==> src/hw/rtl/htfd_pkg.sv <==
package htfd_pkg;

  // Result status codes
  typedef enum logic [1:0] {
    STATUS_OK      = 2'd0,
    STATUS_BUSY    = 2'd1,
    STATUS_CRC_ERR = 2'd2
  } status_t;

  localparam logic [7:0] CRC_POLY   = 8'h31;
  localparam logic [7:0] CRC_INIT   = 8'hFF;
  localparam logic [2:0] DATA_BYTES = 3'd6;
  localparam int         BUSY_BIT   = 7;

  // Conversion scale factors (raw values are full scale at 2^20)
  localparam logic [13:0] HUM_SCALE   = 14'd10000;
  localparam logic [14:0] TEMP_SCALE  = 15'd20000;
  localparam logic [14:0] TEMP_OFFSET = 15'd5000;
  localparam int          RAW_W       = 20;

  // Checksum-stage result handed to the conversion stage
  typedef struct packed {
    status_t           status;
    logic [RAW_W-1:0]  raw_humidity;
    logic [RAW_W-1:0]  raw_temperature;
  } frame_res_t;

  // CRC-8, MSB first, one byte per call
  function automatic logic [7:0] crc8_step(input logic [7:0] crc, input logic [7:0] b);
    logic [7:0] c;
    c = crc ^ b;
    for (int i = 0; i < 8; i++) begin
      if (c[7]) begin
        c = {c[6:0], 1'b0} ^ CRC_POLY;
      end else begin
        c = {c[6:0], 1'b0};
      end
    end
    return c;
  endfunction

endpackage

==> src/hw/rtl/humidity_temp_frame_decoder.sv <==
// A result is registered in the checksum stage, then in the output register.
// Throughput without back-pressure: one byte per cycle; the frame registers, the
// checksum stage and the conversion stage (two multiplies per reading) each take a
// request every cycle. Bytes 0-5 give no result; byte 6 gives exactly one.
// Reset (rst_n low, synchronous): byte count 0, CRC 0xFF, collected bytes 0, no result held.
module humidity_temp_frame_decoder (
  input  logic        clk,
  input  logic        rst_n,
  input  logic        in_tvalid,
  output logic        in_tready,
  input  logic [7:0]  in_tdata,   // [7:0] rx_byte
  input  logic        in_tuser,   // [0] frame_start
  output logic        out_tvalid,
  input  logic        out_tready,
  output logic [71:0] out_tdata,  // [19:0] raw_humidity, [39:20] raw_temperature,
                                  // [53:40] humidity_centi, [68:54] temperature_centi,
                                  // [71:69] zero
  output logic [1:0]  out_tuser   // [1:0] status
);

  logic                  acc;
  logic                  res_valid;
  logic                  res_ready;
  htfd_pkg::frame_res_t  res;

  // Accept whenever the checksum stage can move on
  assign in_tready = !res_valid || res_ready;
  assign acc       = in_tvalid && in_tready;

  htfd_frame u_frame (
    .clk         (clk),
    .rst_n       (rst_n),
    .acc         (acc),
    .rx_byte     (in_tdata),
    .frame_start (in_tuser),
    .res_ready   (res_ready),
    .res_valid   (res_valid),
    .res         (res)
  );

  htfd_conv u_conv (
    .clk        (clk),
    .rst_n      (rst_n),
    .res_valid  (res_valid),
    .res        (res),
    .res_ready  (res_ready),
    .out_tvalid (out_tvalid),
    .out_tready (out_tready),
    .out_tdata  (out_tdata),
    .out_tuser  (out_tuser)
  );

endmodule

==> src/hw/rtl/htfd_frame.sv <==
module htfd_frame (
  input  logic                  clk,
  input  logic                  rst_n,
  input  logic                  acc,
  input  logic [7:0]            rx_byte,
  input  logic                  frame_start,
  input  logic                  res_ready,
  output logic                  res_valid,
  output htfd_pkg::frame_res_t  res
);

  logic [2:0]            byte_count_r, byte_count_nxt;
  logic [7:0]            crc_r, crc_nxt;
  logic [47:0]           bytes_r, bytes_nxt;
  logic                  res_valid_r;
  htfd_pkg::frame_res_t  res_r, res_nxt;

  logic [2:0]  cnt_eff;
  logic [7:0]  crc_eff;
  logic [47:0] bytes_eff;
  logic        is_chk;

  // Restart the frame on a start flag, then either collect or check
  always_comb begin
    cnt_eff   = frame_start ? 3'd0 : byte_count_r;
    crc_eff   = frame_start ? htfd_pkg::CRC_INIT : crc_r;
    bytes_eff = frame_start ? 48'd0 : bytes_r;
    is_chk    = (cnt_eff >= htfd_pkg::DATA_BYTES);

    byte_count_nxt = byte_count_r;
    crc_nxt        = crc_r;
    bytes_nxt      = bytes_r;
    res_nxt        = res_r;

    if (acc) begin
      if (!is_chk) begin
        byte_count_nxt = cnt_eff + 3'd1;
        crc_nxt        = htfd_pkg::crc8_step(crc_eff, rx_byte);
        bytes_nxt      = {bytes_eff[39:0], rx_byte};
      end else begin
        byte_count_nxt = 3'd0;
        crc_nxt        = htfd_pkg::CRC_INIT;
        bytes_nxt      = 48'd0;
        res_nxt.raw_humidity    = '0;
        res_nxt.raw_temperature = '0;
        if (bytes_eff[40 + htfd_pkg::BUSY_BIT]) begin
          res_nxt.status = htfd_pkg::STATUS_BUSY;
        end else if (crc_eff != rx_byte) begin
          res_nxt.status = htfd_pkg::STATUS_CRC_ERR;
        end else begin
          res_nxt.status          = htfd_pkg::STATUS_OK;
          res_nxt.raw_humidity    = bytes_eff[39:20];
          res_nxt.raw_temperature = bytes_eff[19:0];
        end
      end
    end
  end

  // Frame state and result stage
  always_ff @(posedge clk) begin
    if (!rst_n) begin
      byte_count_r <= 3'd0;
      crc_r        <= htfd_pkg::CRC_INIT;
      bytes_r      <= 48'd0;
      res_valid_r  <= 1'b0;
    end else begin
      byte_count_r <= byte_count_nxt;
      crc_r        <= crc_nxt;
      bytes_r      <= bytes_nxt;
      if (acc) begin
        res_valid_r <= is_chk;
      end else if (res_ready) begin
        res_valid_r <= 1'b0;
      end
    end
  end

  // Payload needs no reset
  always_ff @(posedge clk) begin
    res_r <= res_nxt;
  end

  assign res_valid = res_valid_r;
  assign res       = res_r;

endmodule

==> src/hw/rtl/htfd_conv.sv <==
module htfd_conv (
  input  logic                  clk,
  input  logic                  rst_n,
  input  logic                  res_valid,
  input  htfd_pkg::frame_res_t  res,
  output logic                  res_ready,
  output logic                  out_tvalid,
  input  logic                  out_tready,
  output logic [71:0]           out_tdata,
  output logic [1:0]            out_tuser
);

  logic        out_valid_r;
  logic [71:0] tdata_r, tdata_nxt;
  logic [1:0]  tuser_r, tuser_nxt;

  logic [33:0]        hum_prod;
  logic [34:0]        temp_prod;
  logic [13:0]        hum_centi;
  logic signed [14:0] temp_centi;

  assign res_ready = !out_valid_r || out_tready;

  // Scale raw readings to hundredths
  always_comb begin
    hum_prod   = {14'd0, res.raw_humidity} * {20'd0, htfd_pkg::HUM_SCALE};
    temp_prod  = {15'd0, res.raw_temperature} * {20'd0, htfd_pkg::TEMP_SCALE};
    hum_centi  = hum_prod[33:20];
    if (res.status == htfd_pkg::STATUS_OK) begin
      temp_centi = $signed(temp_prod[34:20] - htfd_pkg::TEMP_OFFSET);
    end else begin
      temp_centi = '0;
    end
    tdata_nxt = {3'd0, temp_centi, hum_centi, res.raw_temperature, res.raw_humidity};
    tuser_nxt = res.status;
  end

  // Output register
  always_ff @(posedge clk) begin
    if (!rst_n) begin
      out_valid_r <= 1'b0;
    end else if (res_ready) begin
      out_valid_r <= res_valid;
    end
  end

  always_ff @(posedge clk) begin
    if (res_ready && res_valid) begin
      tdata_r <= tdata_nxt;
      tuser_r <= tuser_nxt;
    end
  end

  assign out_tvalid = out_valid_r;
  assign out_tdata  = tdata_r;
  assign out_tuser  = tuser_r;

endmodule

==> config.mk <==
export PLATFORM = sky130hd
export DESIGN_NAME = humidity_temp_frame_decoder
export DESIGN_NICKNAME = d
export VERILOG_FILES = /design/src/hw/rtl/htfd_pkg.sv /design/src/hw/rtl/humidity_temp_frame_decoder.sv /design/src/hw/rtl/htfd_frame.sv /design/src/hw/rtl/htfd_conv.sv
export SDC_FILE = /design/constraint.sdc
export NUM_CORES = 1
export LEC_CHECK = 0
export BUFFER_PORTS_ARGS = -buffer_cell sky130_fd_sc_hd__buf_2
export CAP_MARGIN = 20
export CORE_MARGIN = 2
export CORE_UTILIZATION = 50
export DETAILED_ROUTE_END_ITERATION = 6
export MAX_ROUTING_LAYER = met4
export PLACE_DENSITY = 0.68
export SETUP_SLACK_MARGIN = 0.4
export SLEW_MARGIN = 10
export SYNTH_ARGS = -nofsm -noshare
export SYNTH_HDL_FRONTEND = slang
export SYNTH_SLANG_ARGS = --single-unit
==> constraint.sdc <==
create_clock -name clk -period 14.5 [get_ports clk]
set_clock_uncertainty 0.1 [all_clocks]
set_input_delay 2.9 -clock clk [delete_from_list [all_inputs] [get_ports clk]]
set_output_delay 2.9 -clock clk [all_outputs]
set_load 0.05 [all_outputs]
==> results by group, run 1 <==
Clock network
  – Post-cts gate resize count: 0
  – Clock latency of the later-clocked register in the worst-skew pair: around 0.43 ns
  – Clock tree from TritonCTS: built
  – Clock transition at path regs: approximately 0.070 ns
  – Number of buffers added for setup after CTS: 0
  – Hold-fix buffers at CTS: 0
  – Clock root cell: clkbuf_16
  – Number of buffers created by CTS: 17
  – Buffers from clock root to sink, at most: 2
  – Clock tree sinks: between 150 and 200
  – H-tree lvl count: 4

Routing
  – DRT Pass-1 Iters: 7
  – Routed Antenna Nets: 0
  – Routed length per placed instance: about 14 um
  – Total number of vias: around 8000
  – DRC Markers: 0
  – Detailed-route wire length: between 20 and 25 mm
  – Starting DRT DRC Count: 459
  – Number of vias per cell after detailed routing: between 5 and 6

Final layout
  – Share of layout cells above drive strength 1: 0.1126
  – Fraction of the core area covered by cells at the end of the flow: 0.5626
  – Post-layout instance area: approximately 0.014 mm^2
  – Final net count: between 1500 and 2000
  – Area added between synthesis and finish: 10.80%
  – Number of inserted diodes: 0
  – Fill cell instance count of the final layout: approximately 2100

Synth
  – Most used flip-flop cell after synthesis: edfxtp_1
  – Most common library cells after synthesis: inv_1, ha_1, edfxtp_1, fa_1, nor2_1
  – Most area-consuming cells after synthesis: edfxtp_1, ha_1, fa_1
  – Post-synthesis cell count: approximately 1200
  – Avg Inst Size Synth: 10.46 um^2
  – Total number of yosys warnings: 0
  – Number of flops mapped to enable cells by yosys: approximately 110
  – #FFs+latches synth: 167
  – Leading cell type by number of instances after synthesis: inv_1
  – Cell taking the most area after synthesis: edfxtp_1
  – Seq/Total Area, Yosys: 0.3623
  – Post-synthesis cell type count: between 60 and 70
  – Post-synthesis instance area: around 0.012 mm^2
  – Share of synthesized flip-flops with an asynchronous set or reset: 0
  – Share of the synthesized area in the top cell type: 0.2748

STA
  – Count of pins over their slew limit: 0
  – Count of endpoints failing hold in the final timing report: 0
  – Unrepaired setup endpoints after global routing: no
  – Final period util: 0.4574
  – Final setup vio count: 0
  – Minimum clock period after layout: around 6.6 ns
  – Fin Setup TNS: 0 ns
  – FMAX: ~150 MHz
  – Worst max-slew margin expressed relative to the limit: 0.3881
  – Pin slew with the least headroom to its limit: about 0.92 ns

GRT
  – Maximum number of pins on one net before global-route repair: just over 70
  – GRT Residual Overflow: 0
  – Met2 layer usage reported by global route: 0.2846
  – Total Routing Usage GR: 0.1836
  – Via count of the first global-routing pass: roughly 7600
  – Met3 layer usage reported by global route: 0.02619
  – Wire length of the first global-routing pass: about 37 mm
  – Met1 usage in global routing: 0.2576
  – Global-route layer with the greatest usage: met2
  – Initial antenna violation count: 0

Pwr
  – Max IR drop VDD: a little over 70 uV
  – Pwr per Cell Area: 75.67 mW/mm^2
  – Static leakage: roughly 6.4 nW

Die
  – Area of the core: between 0.02 and 0.025 mm^2
  – Initial Utilization: 0.5078
  – Std cell rows: 57
  – Chip Height: 161.2 um
  – Number of I/O pins: a little under 90
  – Die area: 0.02597 mm^2
  – Chip width: between 150 and 200 um

Setup path
  – Crit Path Category: in2out
  – Crit start category: primary input
  – Required time of the critical path: 11.50 ns
  – Worst EP arrival: about 3.6 ns
  – Kind of end point of the critical path: output port
  – CP Max Fanout: 4

Place
  – Total half-perimeter wirelength after legalization and detailed placement: between 15 and 20 mm
  – Final weighted congestion in routability-driven placement: ~0.9
  – Count of input and output buffers: 85
  – Placed Area: about 0.013 mm^2

Worst hold path
  – Worst hold path type: reg2reg

Job
  – Total of max-cap violations: 0

Status
  – Run status: complete, no violations
-- final cells by class --
class,instances,area [um^2],share of cell area
flip-flops and latches,167,4474,0.3270
multi-input cells,753,6879,0.5027
inverters,227,852.1,0.06227
well taps,324,405.4,0.02963
clock inverters,14,172.7,0.01262
repair buffers,91,470.5,0.03438
clock buffers,18,429.2,0.03136
-- worst paths after layout --
kind,startpoint,to,slack (ns),cells past startpoint
setup / recovery,out_tready,in_tready,7.87,4
hold / removal,u_frame.res[40]$_SDFFCE_PP1P_,u_conv.out_tuser[0]$_DFFE_PP_,0.36,0
setup reg to reg,u_frame.res[4]$_SDFFCE_PP0P_,u_conv.out_tdata[68]$_SDFFCE_PP0P_,8.58,22
hold reg to reg,u_frame.res[40]$_SDFFCE_PP1P_,u_conv.out_tuser[0]$_DFFE_PP_,0.36,0
-- metrics by stage --
step	setup slack [ns]	hold slack (ns)	total power [mW]	cells
final	7.868	0.3641	1.035	1594
after detailed placement	7.851	0.3608	0.5756	1562
after floorplan	7.766	0.3174	0.5663	1183
after CTS	7.852	0.3671	1.046	1594
after global placement	7.882	0.3545	0.5751	1562
after global routing	7.763	0.3778	1.071	1594
-- power by group --
part | total (mW) | leakage (nW) | switching (mW) | internal, mW
Clock | 0.470 | 0.288 | 0.197 | 0.273
Combinational | 0.0516 | 4.71 | 0.0303 | 0.0213
Sequential | 0.513 | 1.40 | 0.00534 | 0.508
-- state kept, by name, summed over array words and instances, names as in the netlist --
| name | count |
|---|---|
| u_conv.out_tdata | 69 |
| u_conv.out_tuser | 2 |
| u_conv.out_tvalid | 1 |
| u_frame.byte_count_r | 3 |
| u_frame.bytes_r | 41 |
| u_frame.crc_r | 8 |
| u_frame.res | 42 |
| u_frame.res_valid | 1 |
-- layer usage --
layer / up-vias / wire [um]
met3: 18 / 634
met5: - / 0
met4: 0 / 280
li1: 4070 / -
met1: 3863 / 11050
met2: 121 / 10110
-- cell usage in the layout (no fill, tap or decap), drive strengths merged, types with 18 or more instances in the layout --
master  Yosys  layout
edfxtp    113     113
buf         4      91
xnor2      36      36
nand2      51      51
o21ai      24      24
nor3       19      19
clkbuf     32      18
and2       45      45
a21oi      76      76
fa         92      92
and3       40      40
ha        162     162
inv       227     231
nor2       78      78
dfxtp      54      54
-- kinds of logic (layout without fill, tap and decap cells) --
logic type      after synthesis  count (layout)  synth area share
simple gates                269             269            0.1111
mux                           2               2          0.001621
flops                       167             167            0.3623
buf+inv                     263             350           0.08227
compound gates              176             176           0.09433
xor+xnor                     49              49           0.03475
fa+ha+maj                   254             254            0.3133
other cells                   1               3         0.0003037
-- worst max-delay path, cell delays in order --
cell	delay, ns
buf_2	0.09
nor2b_1	0.26
nand2_1	0.15
buf_2	0.23
Note: power is estimated with default switching activity, not from simulation.
==> run 2: changes to the inputs <==
Settings changed: PLACE_DENSITY 0.68 to 0.71.
Clock period 14.5 ns to 5.8 ns, I/O delays scaled along.
==> results by group, run 2 (same netlist as run 1, synthesis figures left out) <==
Routing
  – DRT Pass-1 Iters: 5
  – Routed length per placed instance: 14.77 um
  – Met3 Wirelength: between 700 and 800 um
  – Routed metal-1 wirelength: 11.41 mm
  – Met2 wire len: 12.19 mm
  – Starting DRT DRC Count: about 400
  – Routed Antenna Nets: 0
  – DR top layer: met4
  – Total number of vias: roughly 8300
  – Number of vias per cell after detailed routing: ~5.0
  – DRC Markers: 0
  – Detailed-route wire length: 24.55 mm

Setup path
  – Cell-by-cell listing of the critical path: inv_2, fa_1, inv_2, ha_4, inv_2, fa_1, inv_1, ha_1, inv_1, fa_1, inv_2, ha_4, and3_4, nor3b_4, o21ai_2, a221o_1, a221oi_4, nand2b_4, o311ai_4, a2111oi_4, buf_4, nor4_4, nor3_2
  – Cell with the biggest individual delay on the critical path: fa_1
  – Worst EP arrival: roughly 5.6 ns
  – Kind of end point of the critical path: flip-flop
  – Largest delay contributor family on the critical path: adder cells
  – Worst path most repeated cell: inv_2
  – Number of buffer and inverter stages on the critical path: 7
  – CP Max Fanout: 4
  – Crit start category: flip-flop
  – Crit Path Category: reg2reg
  – Required time of the critical path: 5.87 ns
  – Biggest cell delay along the critical path: about 0.55 ns

Final layout
  – Number of flip-flops under the largest register name: 69
  – Most frequent cells in the layout: inv_1, ha_1, edfxtp_1
  – Sequential Area: ~0.0045 mm^2
  – Area added between synthesis and finish: 18.51%
  – Multi-input combinational cell area: between 0.007 and 0.008 mm^2
  – Leading cell type in the layout, fill and taps excluded: inv_1
  – Final net count: ~1600
  – Non-Filler Instances: 1662
  – Number of inserted diodes: 0
  – Fill cell instance count of the final layout: around 2000
  – Share of layout cells above drive strength 1: 0.2138

Clock network
  – Buffers from clock root to sink, at most: 2
  – Clock tree sinks: approximately 170
  – H-tree lvl count: 4
  – Clock root cell: clkbuf_16
  – Number of buffers created by CTS: 17
  – Clock latency of the later-clocked register in the worst-skew pair: 0.43 ns
  – Hold-fix buffers at CTS: 0
  – Clock transition at path regs: about 0.070 ns
  – Clock tree from TritonCTS: built

Pwr
  – Internal power: 1.926 mW
  – Sw Pwr: around 0.61 mW
  – Pwr per Cell Area: around 170 mW/mm^2
  – Portion of total power attributed to the clock network: 0.442
  – Power share of the sequential group: 0.506
  – Sw Share: 0.2399
  – Static leakage: between 6 and 7 nW
  – Max IR drop VDD: ~190 uV
  – Relative contribution of combinational cells to total power: 0.052
  – Total power: ~2.5 mW

GRT
  – GRT Residual Overflow: 0
  – Total Routing Usage GR: 0.2009
  – Wire length of the first global-routing pass: around 41 mm
  – Maximum number of pins on one net before global-route repair: between 40 and 50
  – Initial antenna violation count: 0
  – Via count of the first global-routing pass: between 8000 and 9000

STA
  – Unrepaired setup endpoints after global routing: yes
  – Pin slew with the least headroom to its limit: slightly below 1 ns
  – Minimum clock period after layout: between 5 and 6 ns
  – Final period util: 0.9514
  – Worst setup margin: around 0.28 ns
  – FMAX: around 180 MHz
  – Worst max-slew margin expressed relative to the limit: 0.3460
  – Fin Setup TNS: 0 ns
  – Final setup vio count: 0
  – Count of endpoints failing hold in the final timing report: 0
  – Count of pins over their slew limit: 0

Die
  – Die area: roughly 0.026 mm^2
  – Chip Height: 161.2 um
  – Area of the core: between 0.02 and 0.025 mm^2
  – Initial Utilization: 0.5078
  – Number of I/O pins: 89
  – Chip width: about 160 um
  – Std cell rows: between 50 and 60

Place
  – Total half-perimeter wirelength after legalization and detailed placement: 17.75 mm
  – Total placed cells including tap cells: around 1600
  – Pre-CTS setup slack: between 0.04 and 0.05 ns
  – Count of input and output buffers: between 80 and 90
  – Final weighted congestion in routability-driven placement: between 0.8 and 0.9

Status
  – Run status: complete, no violations

Job
  – Total of max-cap violations: 0

Worst hold path
  – Worst hold path type: reg2reg
[run 2: changes by cell type in the layout (fill, tap and decap cells not counted), sizes merged]
cell / delta
clkinv: +1
buf: +68
inv: +1
bufinv: -2
[run 2: power groups by stage]
stage | clock [mW] | combinational [mW] | sequential [mW]
after floorplan | 0 | 0.113 | 1.30
after global placement | 0 | 0.128 | 1.31
after detailed placement | 0 | 0.130 | 1.31
after CTS | 1.14 | 0.131 | 1.28
after global routing | 1.19 | 0.147 | 1.28
final | 1.12 | 0.131 | 1.28
[run 2: final cells by class]
class / count / share of cell area
clock buffer: 18 / 0.02932
clock inverter: 14 / 0.009746
inverter: 227 / 0.05822
multi-input combinational: 753 / 0.5012
sequential: 167 / 0.3057
tap: 324 / 0.02770
timing repair buffer: 159 / 0.06805
[run 2: per-layer routing]
metal	vias up	track usage
met1	3986	0.2669
met5	-	-
met3	23	0.02902
met2	120	0.3293
li1	4200	-
met4	0	0.04627
[run 2: final timing paths]
| kind | from | end | slack [ns] | depth (start not counted) |
|---|---|---|---|---|
| min | u_frame.res[40]$_SDFFCE_PP1P_ | u_conv.out_tuser[0]$_DFFE_PP_ | 0.35 | 0 |
| max | u_frame.res[4]$_SDFFCE_PP0P_ | u_conv.out_tdata[68]$_SDFFCE_PP0P_ | 0.28 | 23 |
| min reg2reg | u_frame.res[40]$_SDFFCE_PP1P_ | u_conv.out_tuser[0]$_DFFE_PP_ | 0.35 | 0 |
| max reg2reg | u_frame.res[4]$_SDFFCE_PP0P_ | u_conv.out_tdata[68]$_SDFFCE_PP0P_ | 0.28 | 23 |
[run 2: repair_timing]
item	in CTS	in global routing
setup endpoints to repair	5	7
cloned	0	0
buffers inserted	34	16
gates resized for setup	60	36
pin swaps	36	18
[run 2: metrics by stage]
stage | area [um^2] | hold slack (ns) | util
after CTS | 14340 | 0.3512 | 0.5898
after floorplan | 12380 | 0.3174 | -
after detailed placement | 13240 | 0.3294 | 0.5442
after global placement | 13240 | 0.3227 | 0.5442
after global routing | 14640 | 0.3538 | 0.6018
final | 14640 | 0.3486 | 0.6018
[run 2: worst register-to-register path: stages (launching register included)]
cell	delay, ns
edfxtp_1	0.38
inv_2	0.06
fa_1	0.55
inv_2	0.05
ha_4	0.26
inv_2	0.04
fa_1	0.53
inv_1	0.04
ha_1	0.27
inv_1	0.04
fa_1	0.49
inv_2	0.05
ha_4	0.27
and3_4	0.18
nor3b_4	0.19
o21ai_2	0.10
a221o_1	0.40
a221oi_4	0.34
nand2b_4	0.10
o311ai_4	0.34
a2111oi_4	0.14
buf_4	0.16
nor4_4	0.15
nor3_2	0.07
